<file path="src/sv/iodcs_pkg.sv">
package iodcs_pkg;

  localparam int IODCS_DEVICES     = 16;
  localparam int IODCS_MAX_RETRIES = 5;

  localparam logic [15:0] FRAME_ID_BASE    = 16'h8000;
  localparam logic [15:0] WATCHDOG_DEFAULT = 16'd100;

  typedef enum logic [2:0] {
    ST_OFFLINE    = 3'd0,
    ST_IDENTIFY   = 3'd1,
    ST_CONNECT    = 3'd2,
    ST_PRM_END    = 3'd3,
    ST_WAIT_READY = 3'd4,
    ST_EXCHANGE   = 3'd5,
    ST_FAULT      = 3'd6
  } conn_state_e;

  typedef enum logic [1:0] {
    CFG_ACTIVE_DEVICES  = 2'd0,
    CFG_STRICT_MASK     = 2'd1,
    CFG_MAC_KNOWN_MASK  = 2'd2,
    CFG_WATCHDOG_FACTOR = 2'd3
  } cfg_reg_e;

  typedef enum logic {
    OP_STEP      = 1'b0,
    OP_CYCLE_END = 1'b1
  } opcode_e;

  typedef enum logic {
    SEQ_IDLE = 1'b0,
    SEQ_EXEC = 1'b1
  } seq_state_e;

  typedef struct packed {
    conn_state_e conn_state;
    logic [2:0]  retry_count;
    logic [15:0] missed_count;
    logic [15:0] cycle_seq;
    logic [31:0] error_tally;
    logic [31:0] reconnect_tally;
    logic [31:0] good_tally;
  } dev_entry_t;

  typedef struct packed {
    logic       opcode;
    logic [3:0] device_index;
    logic       step_ok;
    logic       frame_received;
  } req_t;

  typedef struct packed {
    logic [2:0]  device_state;
    logic [15:0] frame_counter;
    logic        release_request;
    logic        clear_buffers;
    logic [31:0] error_total;
    logic [31:0] reconnect_total;
    logic [31:0] good_cycle_total;
    logic [15:0] in_frame_id;
    logic [15:0] out_frame_id;
    logic        ignored;
  } rsp_t;

  typedef struct packed {
    logic capture;
    logic commit;
  } ctrl_cmd_t;

  typedef struct packed {
    logic out_free;
  } ctrl_stat_t;

endpackage

</file>
<file path="src/sv/iodcs_if.sv">
interface iodcs_req_if;
  logic       valid;
  logic       ready;
  logic       opcode;
  logic [3:0] device_index;
  logic       step_ok;
  logic       frame_received;

  modport source (output valid, output opcode, output device_index, output step_ok,
                  output frame_received, input ready);
  modport sink (input valid, input opcode, input device_index, input step_ok,
                input frame_received, output ready);
endinterface

interface iodcs_rsp_if;
  logic        valid;
  logic        ready;
  logic [2:0]  device_state;
  logic [15:0] frame_counter;
  logic        release_request;
  logic        clear_buffers;
  logic [31:0] error_total;
  logic [31:0] reconnect_total;
  logic [31:0] good_cycle_total;
  logic [15:0] in_frame_id;
  logic [15:0] out_frame_id;
  logic        ignored;

  modport source (output valid, output device_state, output frame_counter,
                  output release_request, output clear_buffers, output error_total,
                  output reconnect_total, output good_cycle_total, output in_frame_id,
                  output out_frame_id, output ignored, input ready);
  modport sink (input valid, input device_state, input frame_counter,
                input release_request, input clear_buffers, input error_total,
                input reconnect_total, input good_cycle_total, input in_frame_id,
                input out_frame_id, input ignored, output ready);
endinterface

interface iodcs_cfg_if;
  logic        valid;
  logic        ready;
  logic [1:0]  index;
  logic [15:0] data;

  modport source (output valid, output index, output data, input ready);
  modport sink (input valid, input index, input data, output ready);
endinterface

</file>
<file path="src/sv/iodcs_ctrl.sv">
module iodcs_ctrl import iodcs_pkg::*; (
  input  logic       clk_i,
  input  logic       rst_ni,
  input  logic       req_valid_i,
  output logic       req_ready_o,
  input  ctrl_stat_t stat_i,
  output ctrl_cmd_t  cmd_o
);

  seq_state_e state_q, state_d;

  always_ff @(posedge clk_i or negedge rst_ni) begin
    if (!rst_ni) begin
      state_q <= SEQ_IDLE;
    end else begin
      state_q <= state_d;
    end
  end

  always_comb begin
    state_d = state_q;
    case (state_q)
      SEQ_IDLE: begin
        if (req_valid_i) state_d = SEQ_EXEC;
      end
      SEQ_EXEC: begin
        if (stat_i.out_free) state_d = SEQ_IDLE;
      end
      default: state_d = SEQ_IDLE;
    endcase
  end

  always_comb begin
    req_ready_o   = 1'b0;
    cmd_o.capture = 1'b0;
    cmd_o.commit  = 1'b0;
    case (state_q)
      SEQ_IDLE: begin
        req_ready_o   = 1'b1;
        cmd_o.capture = req_valid_i;
      end
      SEQ_EXEC: begin
        cmd_o.commit = stat_i.out_free;
      end
      default: ;
    endcase
  end

endmodule

</file>
<file path="src/sv/iodcs_dp.sv">
module iodcs_dp import iodcs_pkg::*; #(
  parameter int DEVICES     = IODCS_DEVICES,
  parameter int MAX_RETRIES = IODCS_MAX_RETRIES
) (
  input  logic        clk_i,
  input  logic        rst_ni,
  input  ctrl_cmd_t   cmd_i,
  output ctrl_stat_t  stat_o,
  input  req_t        req_i,
  input  logic        cfg_we_i,
  input  cfg_reg_e    cfg_idx_i,
  input  logic [15:0] cfg_data_i,
  input  logic        rsp_ready_i,
  output logic        rsp_valid_o,
  output rsp_t        rsp_o
);

  localparam int AW = (DEVICES > 1) ? $clog2(DEVICES) : 1;

  // configuration registers
  logic [4:0]  active_q;
  logic [15:0] strict_q, mac_q, wdog_q;

  always_ff @(posedge clk_i or negedge rst_ni) begin
    if (!rst_ni) begin
      active_q <= '0;
      strict_q <= '0;
      mac_q    <= '0;
      wdog_q   <= '0;
    end else if (cfg_we_i) begin
      case (cfg_idx_i)
        CFG_ACTIVE_DEVICES:  active_q <= cfg_data_i[4:0];
        CFG_STRICT_MASK:     strict_q <= cfg_data_i;
        CFG_MAC_KNOWN_MASK:  mac_q    <= cfg_data_i;
        CFG_WATCHDOG_FACTOR: wdog_q   <= cfg_data_i;
        default: ;
      endcase
    end
  end

  // device table, valid bit per entry stands in for the cleared contents
  dev_entry_t   mem_q [DEVICES];
  logic [DEVICES-1:0] vld_q;

  req_t        item_q;
  logic [AW-1:0] addr_q;
  dev_entry_t  rd_q;
  logic        rd_vld_q;

  always_ff @(posedge clk_i) begin
    if (cmd_i.capture) begin
      item_q   <= req_i;
      addr_q   <= AW'(req_i.device_index);
      rd_q     <= mem_q[AW'(req_i.device_index)];
      rd_vld_q <= vld_q[AW'(req_i.device_index)];
    end
  end

  // entry update
  dev_entry_t  cur, nxt;
  logic        ign, release_req, clear_buf;
  logic        strict_bit, mac_bit;
  logic [2:0]  retry_inc;
  logic [15:0] missed_inc, wd_limit;

  always_comb begin
    cur         = rd_vld_q ? rd_q : '0;
    nxt         = cur;
    release_req = 1'b0;
    clear_buf   = 1'b0;
    strict_bit  = strict_q[item_q.device_index];
    mac_bit     = mac_q[item_q.device_index];
    ign         = !(({1'b0, item_q.device_index} < active_q) &&
                    ({28'd0, item_q.device_index} < 32'(DEVICES)));
    retry_inc   = (cur.retry_count == 3'd7) ? 3'd7 : cur.retry_count + 3'd1;
    missed_inc  = cur.missed_count + 16'd1;
    wd_limit    = (wdog_q == '0) ? WATCHDOG_DEFAULT : wdog_q;

    if (item_q.opcode == OP_STEP) begin
      if (cur.conn_state == ST_OFFLINE) begin
        nxt.conn_state = ST_IDENTIFY;
      end else if ((cur.conn_state == ST_IDENTIFY) && (mac_bit || item_q.step_ok)) begin
        nxt.conn_state = ST_CONNECT;
      end else if ((cur.conn_state == ST_CONNECT) && item_q.step_ok) begin
        nxt.conn_state = ST_PRM_END;
      end else if ((cur.conn_state == ST_PRM_END) && item_q.step_ok) begin
        nxt.conn_state = ST_WAIT_READY;
      end else if ((cur.conn_state == ST_WAIT_READY) && item_q.step_ok) begin
        nxt.retry_count  = '0;
        nxt.missed_count = '0;
        nxt.cycle_seq    = '0;
        nxt.conn_state   = ST_EXCHANGE;
        clear_buf        = 1'b1;
      end else if ((cur.conn_state == ST_IDENTIFY) || (cur.conn_state == ST_CONNECT) ||
                   (cur.conn_state == ST_PRM_END) || (cur.conn_state == ST_WAIT_READY)) begin
        // failed step
        nxt.error_tally = cur.error_tally + 32'd1;
        if (strict_bit && (retry_inc >= 3'(MAX_RETRIES))) begin
          nxt.conn_state  = ST_FAULT;
          nxt.retry_count = '0;
        end else begin
          nxt.conn_state  = ST_OFFLINE;
          nxt.retry_count = retry_inc;
        end
      end
    end else if (cur.conn_state == ST_EXCHANGE) begin
      nxt.cycle_seq = cur.cycle_seq + 16'd1;
      if (item_q.frame_received) begin
        nxt.missed_count = '0;
        nxt.good_tally   = cur.good_tally + 32'd1;
      end else begin
        nxt.error_tally  = cur.error_tally + 32'd1;
        nxt.missed_count = missed_inc;
        if (missed_inc >= wd_limit) begin
          release_req         = 1'b1;
          nxt.reconnect_tally = cur.reconnect_tally + 32'd1;
          nxt.retry_count     = '0;
          nxt.missed_count    = '0;
          nxt.conn_state      = ST_OFFLINE;
        end
      end
    end
  end

  always_ff @(posedge clk_i) begin
    if (cmd_i.commit && !ign) begin
      mem_q[addr_q] <= nxt;
    end
  end

  always_ff @(posedge clk_i or negedge rst_ni) begin
    if (!rst_ni) begin
      vld_q <= '0;
    end else if (cmd_i.commit && !ign) begin
      vld_q[addr_q] <= 1'b1;
    end
  end

  // result register
  rsp_t rsp_d, rsp_q;
  logic out_vld_q, out_vld_d;

  always_comb begin
    rsp_d                  = '0;
    rsp_d.in_frame_id      = FRAME_ID_BASE | {11'd0, item_q.device_index, 1'b1};
    rsp_d.out_frame_id     = FRAME_ID_BASE | {11'd0, item_q.device_index, 1'b0};
    rsp_d.ignored          = ign;
    if (!ign) begin
      rsp_d.device_state     = nxt.conn_state;
      rsp_d.frame_counter    = nxt.cycle_seq;
      rsp_d.release_request  = release_req;
      rsp_d.clear_buffers    = clear_buf;
      rsp_d.error_total      = nxt.error_tally;
      rsp_d.reconnect_total  = nxt.reconnect_tally;
      rsp_d.good_cycle_total = nxt.good_tally;
    end
  end

  always_ff @(posedge clk_i) begin
    if (cmd_i.commit) rsp_q <= rsp_d;
  end

  always_comb begin
    out_vld_d = out_vld_q;
    if (cmd_i.commit) begin
      out_vld_d = 1'b1;
    end else if (rsp_ready_i) begin
      out_vld_d = 1'b0;
    end
  end

  always_ff @(posedge clk_i or negedge rst_ni) begin
    if (!rst_ni) begin
      out_vld_q <= 1'b0;
    end else begin
      out_vld_q <= out_vld_d;
    end
  end

  assign stat_o.out_free = !out_vld_q || rsp_ready_i;
  assign rsp_valid_o     = out_vld_q;
  assign rsp_o           = rsp_q;

endmodule

</file>
<file path="src/sv/io_device_connection_sequencer.sv">
// a request and its table entry are captured into registers; no new request is taken until
// the updated entry and the result are written, once the output register is free
// a pending result sits in an output register, the next item is taken meanwhile
// reset: asynchronous, active low; clears config registers, control and the table valid bits
// configuration port is always ready
module io_device_connection_sequencer import iodcs_pkg::*; #(
  parameter int DEVICES     = IODCS_DEVICES,
  parameter int MAX_RETRIES = IODCS_MAX_RETRIES
) (
  input  logic  clk_i,
  input  logic  rst_ni,
  iodcs_req_if.sink   req_i,
  iodcs_rsp_if.source rsp_o,
  iodcs_cfg_if.sink   cfg_i
);

  ctrl_cmd_t  cmd;
  ctrl_stat_t stat;
  req_t       req;
  rsp_t       rsp;
  logic       rsp_valid;

  // pack the incoming transaction
  assign req.opcode         = req_i.opcode;
  assign req.device_index   = req_i.device_index;
  assign req.step_ok        = req_i.step_ok;
  assign req.frame_received = req_i.frame_received;

  // register writes are always accepted, no back pressure
  assign cfg_i.ready = 1'b1;

  // sequencing of capture and commit
  iodcs_ctrl u_ctrl (
    .clk_i       (clk_i),
    .rst_ni      (rst_ni),
    .req_valid_i (req_i.valid),
    .req_ready_o (req_i.ready),
    .stat_i      (stat),
    .cmd_o       (cmd)
  );

  // device table, per-device state update and result register
  iodcs_dp #(
    .DEVICES     (DEVICES),
    .MAX_RETRIES (MAX_RETRIES)
  ) u_dp (
    .clk_i       (clk_i),
    .rst_ni      (rst_ni),
    .cmd_i       (cmd),
    .stat_o      (stat),
    .req_i       (req),
    .cfg_we_i    (cfg_i.valid),
    .cfg_idx_i   (cfg_reg_e'(cfg_i.index)),
    .cfg_data_i  (cfg_i.data),
    .rsp_ready_i (rsp_o.ready),
    .rsp_valid_o (rsp_valid),
    .rsp_o       (rsp)
  );

  // unpack the result transaction
  assign rsp_o.valid            = rsp_valid;
  assign rsp_o.device_state     = rsp.device_state;
  assign rsp_o.frame_counter    = rsp.frame_counter;
  assign rsp_o.release_request  = rsp.release_request;
  assign rsp_o.clear_buffers    = rsp.clear_buffers;
  assign rsp_o.error_total      = rsp.error_total;
  assign rsp_o.reconnect_total  = rsp.reconnect_total;
  assign rsp_o.good_cycle_total = rsp.good_cycle_total;
  assign rsp_o.in_frame_id      = rsp.in_frame_id;
  assign rsp_o.out_frame_id     = rsp.out_frame_id;
  assign rsp_o.ignored          = rsp.ignored;

endmodule

</file>
<file path="src/flat_wrapper.sv">
// flat-port wrapper written by rule: the top's interface ports become plain ports
module io_device_connection_sequencer_flat import iodcs_pkg::*;
#(
  parameter int DEVICES     = IODCS_DEVICES,
  parameter int MAX_RETRIES = IODCS_MAX_RETRIES
)
  (clk_i, rst_ni, req_i_valid, req_i_opcode, req_i_device_index, req_i_step_ok, req_i_frame_received, req_i_ready, rsp_o_valid, rsp_o_device_state, rsp_o_frame_counter, rsp_o_release_request, rsp_o_clear_buffers, rsp_o_error_total, rsp_o_reconnect_total, rsp_o_good_cycle_total, rsp_o_in_frame_id, rsp_o_out_frame_id, rsp_o_ignored, rsp_o_ready, cfg_i_valid, cfg_i_index, cfg_i_data, cfg_i_ready);
  iodcs_req_if req_i_i ();
  iodcs_rsp_if rsp_o_i ();
  iodcs_cfg_if cfg_i_i ();
  input  logic clk_i;
  input  logic rst_ni;
  input wire logic [$bits(req_i_i.valid)-1:0] req_i_valid;
  input wire logic [$bits(req_i_i.opcode)-1:0] req_i_opcode;
  input wire logic [$bits(req_i_i.device_index)-1:0] req_i_device_index;
  input wire logic [$bits(req_i_i.step_ok)-1:0] req_i_step_ok;
  input wire logic [$bits(req_i_i.frame_received)-1:0] req_i_frame_received;
  output wire logic [$bits(req_i_i.ready)-1:0] req_i_ready;
  output wire logic [$bits(rsp_o_i.valid)-1:0] rsp_o_valid;
  output wire logic [$bits(rsp_o_i.device_state)-1:0] rsp_o_device_state;
  output wire logic [$bits(rsp_o_i.frame_counter)-1:0] rsp_o_frame_counter;
  output wire logic [$bits(rsp_o_i.release_request)-1:0] rsp_o_release_request;
  output wire logic [$bits(rsp_o_i.clear_buffers)-1:0] rsp_o_clear_buffers;
  output wire logic [$bits(rsp_o_i.error_total)-1:0] rsp_o_error_total;
  output wire logic [$bits(rsp_o_i.reconnect_total)-1:0] rsp_o_reconnect_total;
  output wire logic [$bits(rsp_o_i.good_cycle_total)-1:0] rsp_o_good_cycle_total;
  output wire logic [$bits(rsp_o_i.in_frame_id)-1:0] rsp_o_in_frame_id;
  output wire logic [$bits(rsp_o_i.out_frame_id)-1:0] rsp_o_out_frame_id;
  output wire logic [$bits(rsp_o_i.ignored)-1:0] rsp_o_ignored;
  input wire logic [$bits(rsp_o_i.ready)-1:0] rsp_o_ready;
  input wire logic [$bits(cfg_i_i.valid)-1:0] cfg_i_valid;
  input wire logic [$bits(cfg_i_i.index)-1:0] cfg_i_index;
  input wire logic [$bits(cfg_i_i.data)-1:0] cfg_i_data;
  output wire logic [$bits(cfg_i_i.ready)-1:0] cfg_i_ready;
  assign req_i_i.valid = req_i_valid;
  assign req_i_i.opcode = req_i_opcode;
  assign req_i_i.device_index = req_i_device_index;
  assign req_i_i.step_ok = req_i_step_ok;
  assign req_i_i.frame_received = req_i_frame_received;
  assign req_i_ready = req_i_i.ready;
  assign rsp_o_valid = rsp_o_i.valid;
  assign rsp_o_device_state = rsp_o_i.device_state;
  assign rsp_o_frame_counter = rsp_o_i.frame_counter;
  assign rsp_o_release_request = rsp_o_i.release_request;
  assign rsp_o_clear_buffers = rsp_o_i.clear_buffers;
  assign rsp_o_error_total = rsp_o_i.error_total;
  assign rsp_o_reconnect_total = rsp_o_i.reconnect_total;
  assign rsp_o_good_cycle_total = rsp_o_i.good_cycle_total;
  assign rsp_o_in_frame_id = rsp_o_i.in_frame_id;
  assign rsp_o_out_frame_id = rsp_o_i.out_frame_id;
  assign rsp_o_ignored = rsp_o_i.ignored;
  assign rsp_o_i.ready = rsp_o_ready;
  assign cfg_i_i.valid = cfg_i_valid;
  assign cfg_i_i.index = cfg_i_index;
  assign cfg_i_i.data = cfg_i_data;
  assign cfg_i_ready = cfg_i_i.ready;
  io_device_connection_sequencer #(.DEVICES(DEVICES), .MAX_RETRIES(MAX_RETRIES)) u_core (.clk_i(clk_i), .rst_ni(rst_ni), .req_i(req_i_i), .rsp_o(rsp_o_i), .cfg_i(cfg_i_i));
endmodule
</file>
<file path="config.mk">
export PLATFORM = sky130hd
export DESIGN_NAME = io_device_connection_sequencer_flat
export DESIGN_NICKNAME = d
export VERILOG_FILES = /design/src/sv/iodcs_pkg.sv /design/src/sv/iodcs_if.sv /design/src/sv/iodcs_ctrl.sv /design/src/sv/iodcs_dp.sv /design/src/sv/io_device_connection_sequencer.sv /design/src/flat_wrapper.sv
export SDC_FILE = /design/constraint.sdc
export NUM_CORES = 2
export LEC_CHECK = 0
export BUFFER_PORTS_ARGS = -buffer_cell sky130_fd_sc_hd__buf_2
export CORE_MARGIN = 3
export CORE_UTILIZATION = 35
export CTS_CLUSTER_SIZE = 24
export DETAILED_ROUTE_END_ITERATION = 8
export HOLD_SLACK_MARGIN = 0.08
export PLACE_DENSITY = 0.46
export SYNTH_ARGS = -nofsm -noshare
export SYNTH_HDL_FRONTEND = slang
export SYNTH_SLANG_ARGS = --single-unit
</file>
<file path="constraint.sdc">
create_clock -name clk_i -period 18.15 [get_ports clk_i]
set_input_delay 0.9075 -clock clk_i [delete_from_list [all_inputs] [get_ports clk_i]]
set_output_delay 0.9075 -clock clk_i [all_outputs]
set_load 0.005 [all_outputs]
</file>
==> impl_metrics.py <==
metrics = {
    "timing": {
        "timing.hold.ws_ns": 0.256,
        "fin_tns_setup_ns": 0,
        "hold_violations": 0,
        "fmax_ghz": 0.130,
        "worstMarginPinSlew_ns": 1.30,
        "fin_skew_ns": 0.0661,
        "maxSlewHeadroom_pct": 12.5,
        "slew_violations": 0,
        "rsz0062_at_grt": "no",
        "finalSetupViolations": 0,
        "post-route-min-period_ns": 7.69,
        "post-route-period-util_pct": 42.4,
    },
    "worst_setup_path": {
        "max_stage_delay_ns": 1.09,
        "r2r-start": "u_core.u_dp.rd_vld_q$_DFFE_PP_",
        "path_class": "flip-flop to flip-flop",
        "cp_data_required_time_ns": 18.61,
        "cpLargestDelayFamily": "simple AND/OR/NAND/NOR gates",
        "crit_chain": "buf_4, buf_4, nand2_1, or4_1, nor3_1, nand3_1, xor2_1, nor2_1, ha_1, nand2_1, or3_1, a2111oi_1, nor2_1, nor4b_1, mux2i_1",
        "cp.arrival_ns": 8.16,
        "slowest_stage": "a2111oi_1",
        "cp_num_buf_inv": 2,
        "end_kind": "flip-flop",
        "crit_fanout": 37,
        "start_kind": "flip-flop",
        "crit_start": "u_core.u_dp.rd_vld_q$_DFFE_PP_",
    },
    "routing": {
        "avgRoutedWirePerCell_um": 30.6,
        "drc": 0,
        "drtAntennaViolNets": 0,
        "viasPerCell": 5.39,
        "dr.pass1.iters": 6,
        "drt_iter0_markers": 4686,
        "wirelength_mm": 268,
        "dr_total_vias": 47100,
    },
    "logic_synthesis": {
        "synth_ff_type": "edfxtp_1",
        "synth_cell_types": 72,
        "synth-seq-cells": 2479,
        "synth-edff-count": 2408,
        "synth_top_cell_area_share_pct": 74.5,
        "syn_inst": 4496,
        "netlist_area_mm2": 0.0971,
        "yosys.area.top_type": "edfxtp_1",
        "synth_seq_area_share_pct": 76.3,
        "yosys-top-cells-area": "edfxtp_1 (74%), mux4_2 (15%), dfrtp_1 (1.8%), mux2_2 (0.66%), clkbuf_1 (0.59%)",
        "synth_warnings": 0,
        "syn_avg_cell_area_um2": 21.6,
        "async_flop_share_pct": 2.86,
    },
    "floorplan": {
        "die_y_um": 533,
        "core_mm2": 0.275,
        "num_rows": 192,
        "num_io_pins": 183,
        "dieArea_mm2": 0.284,
        "die_w_um": 533,
        "initial_core_util_pct": 35.3,
    },
    "layout": {
        "final_area_mm2": 0.112,
        "final_layout_size_suffix_gt1_share_pct": 28.4,
        "syn_to_final_growth_pct": 14.9,
        "layout_commonest_cell": "edfxtp_1",
        "final_cell_mix": "edfxtp_1 (2408), mux4_2 (665), clkbuf_16 (288), buf_2 (153), nand2_1 (146)",
        "nets": 4901,
    },
    "cts": {
        "clock_latency_ns": 0.85,
        "cts_tree": "done",
        "ctsResizeCount": 0,
        "clkSlewWorstSetupHoldPaths_ns": 0.06,
        "h-tree-depth": 5,
        "cts_hold_buffers": 0,
        "cts-root-buf": "clkbuf_16",
        "clockBufferDepth": 4,
        "clock_sinks": 2479,
        "cts_buffers": 282,
        "cts_setup_buffers": 0,
    },
    "placed_design": {
        "portBuffers": 157,
        "gp_congestion": 0.739,
        "placed_cell_area_mm2": 0.103,
        "place_hpwl_mm": 137,
    },
    "worst_hold_path": {
        "hold_path_class": "input port to flip-flop",
        "min_from": "req_i_opcode",
    },
    "grt": {
        "grt_max_degree": 126,
        "use_met2_pct": 29.6,
        "track_usage_pct": 18.7,
        "grt.overflow.total": 0,
        "use_met3_pct": 3.10,
        "busiest_layer": "met2",
        "grt_pass1_wl_mm": 380,
        "first_global_vias": 49000,
        "antenna_found_initial": 22,
        "grtUsageMet1_pct": 27.2,
    },
    "outcome": {
        "status": "finished clean",
    },
    "run": {
        "maxCapViolCount": 0,
    },
    "pwr": {
        "finalPower_mw": 14.4,
        "leakage_nw": 35.5,
        "power.density_mw_per_mm2": 129,
        "ir_worst_vdd_uv": 58.5,
    },
}
[stage by stage]
stage	utilization, %	cells	worst slack, ns
finish	40.6	8752	10.46
global route	40.6	8745	9.84
CTS	40.6	8741	10.49
detailed placement	37.5	8247	10.56
global placement	37.5	8247	10.63
floorplan	-	4519	3.96
[synthesized netlist by cell type, drive strengths merged (8+ instances only)]
cell    count
o31ai       9
xor2       34
nand3      54
o21a       17
a211oi     22
dfrtp      71
mux2       57
or4        14
nand2b     16
nand4      37
nor2b      66
nor3       39
inv        40
and2       18
and3       21
mux4      665
and4        9
ha         25
nor4       28
a31o        8
or2        11
xnor2      42
edfxtp   2408
o211ai     10
buf        99
or3        14
nor2      133
a21oi      65
nand2     146
o21ai      41
mux2i      38
clkbuf    152
[per-layer routing]
| layer | wire length (um) | vias up |
|---|---|---|
| met1 | 122000 | 25900 |
| met4 | 5100 | 6 |
| met5 | 38 | - |
| li1 | - | 19500 |
| met2 | 127000 | 1361 |
| met3 | 14200 | 325 |
[flip-flops by register name, summed over array words and instances (netlist names), 3 cells and up]
register and cells:
u_core.u_dp.rsp_o 122, u_core.u_dp.active_q 5, u_core.u_dp.rd_q 134, u_core.u_dp.wdog_q 16, u_core.u_dp.addr_q 4, u_core.u_dp.mem_q 2144, u_core.u_dp.item_q 3, u_core.u_dp.vld_q 16
u_core.u_dp.mac_q 16, u_core.u_dp.strict_q 16
[worst register-to-register path, stage by stage (launching register included)]
cell,delay [ns]
edfxtp_1,0.66
buf_4,0.49
buf_4,0.56
nand2_1,0.27
or4_1,0.60
nor3_1,0.50
nand3_1,0.18
xor2_1,0.16
nor2_1,0.08
ha_1,0.32
nand2_1,0.07
or3_1,0.44
a2111oi_1,1.09
nor2_1,0.33
nor4b_1,0.64
mux2i_1,0.93
[where the power goes]
group | switching (mW) | total [mW] | internal [mW] | leakage (nW)
clock network | 2.27 | 5.38 | 3.11 | 4.17
logic | 1.23 | 1.74 | 0.507 | 8.32
registers | 0.208 | 7.28 | 7.08 | 23.0
[path summary, 6_finish.rpt]
path	to	slack, ns	cells after the start
setup / recovery	u_core.u_dp.mem_q[10][39]$_DFFE_PP_	10.46	15
min in group asynchronous	u_core.u_dp.rsp_valid_o$_DFFE_PN0P_	0.30	2
max in group asynchronous	u_core.u_dp.vld_q[8]$_DFFE_PN0P_	17.18	2
hold reg to reg	u_core.u_dp.vld_q[3]$_DFFE_PN0P_	0.47	1
setup reg to reg	u_core.u_dp.mem_q[10][39]$_DFFE_PP_	10.46	15
hold / removal	u_core.u_dp.item_q[6]$_DFFE_PP_	0.26	1
[cell type report]
cell class              instances  area [um^2]
diodes                         10         25.0
clock buffers                 354         7480
clock inverters               140         1090
fillers                     24400       163000
inverters                      40          160
multi-input cells            1749        22000
flip-flops and latches       2479        74100
well taps                    3686         4610
repair buffers                294         2070
[cells by family after synthesis]
kind of cell             Yosys count  share of synthesized area, %
flip-flops                      2479                          76.3
multiplexers                     760                          16.5
AND/OR/NAND/NOR                  630                          3.33
buffers and inverters            291                          1.26
AO/OA/AOI/OAI                    233                          1.59
XOR/XNOR                          76                         0.686
adder cells (fa/ha/maj)           25                         0.322
other                              2                       0.00774
No activity file was read; power rests on OpenSTA's default activity.
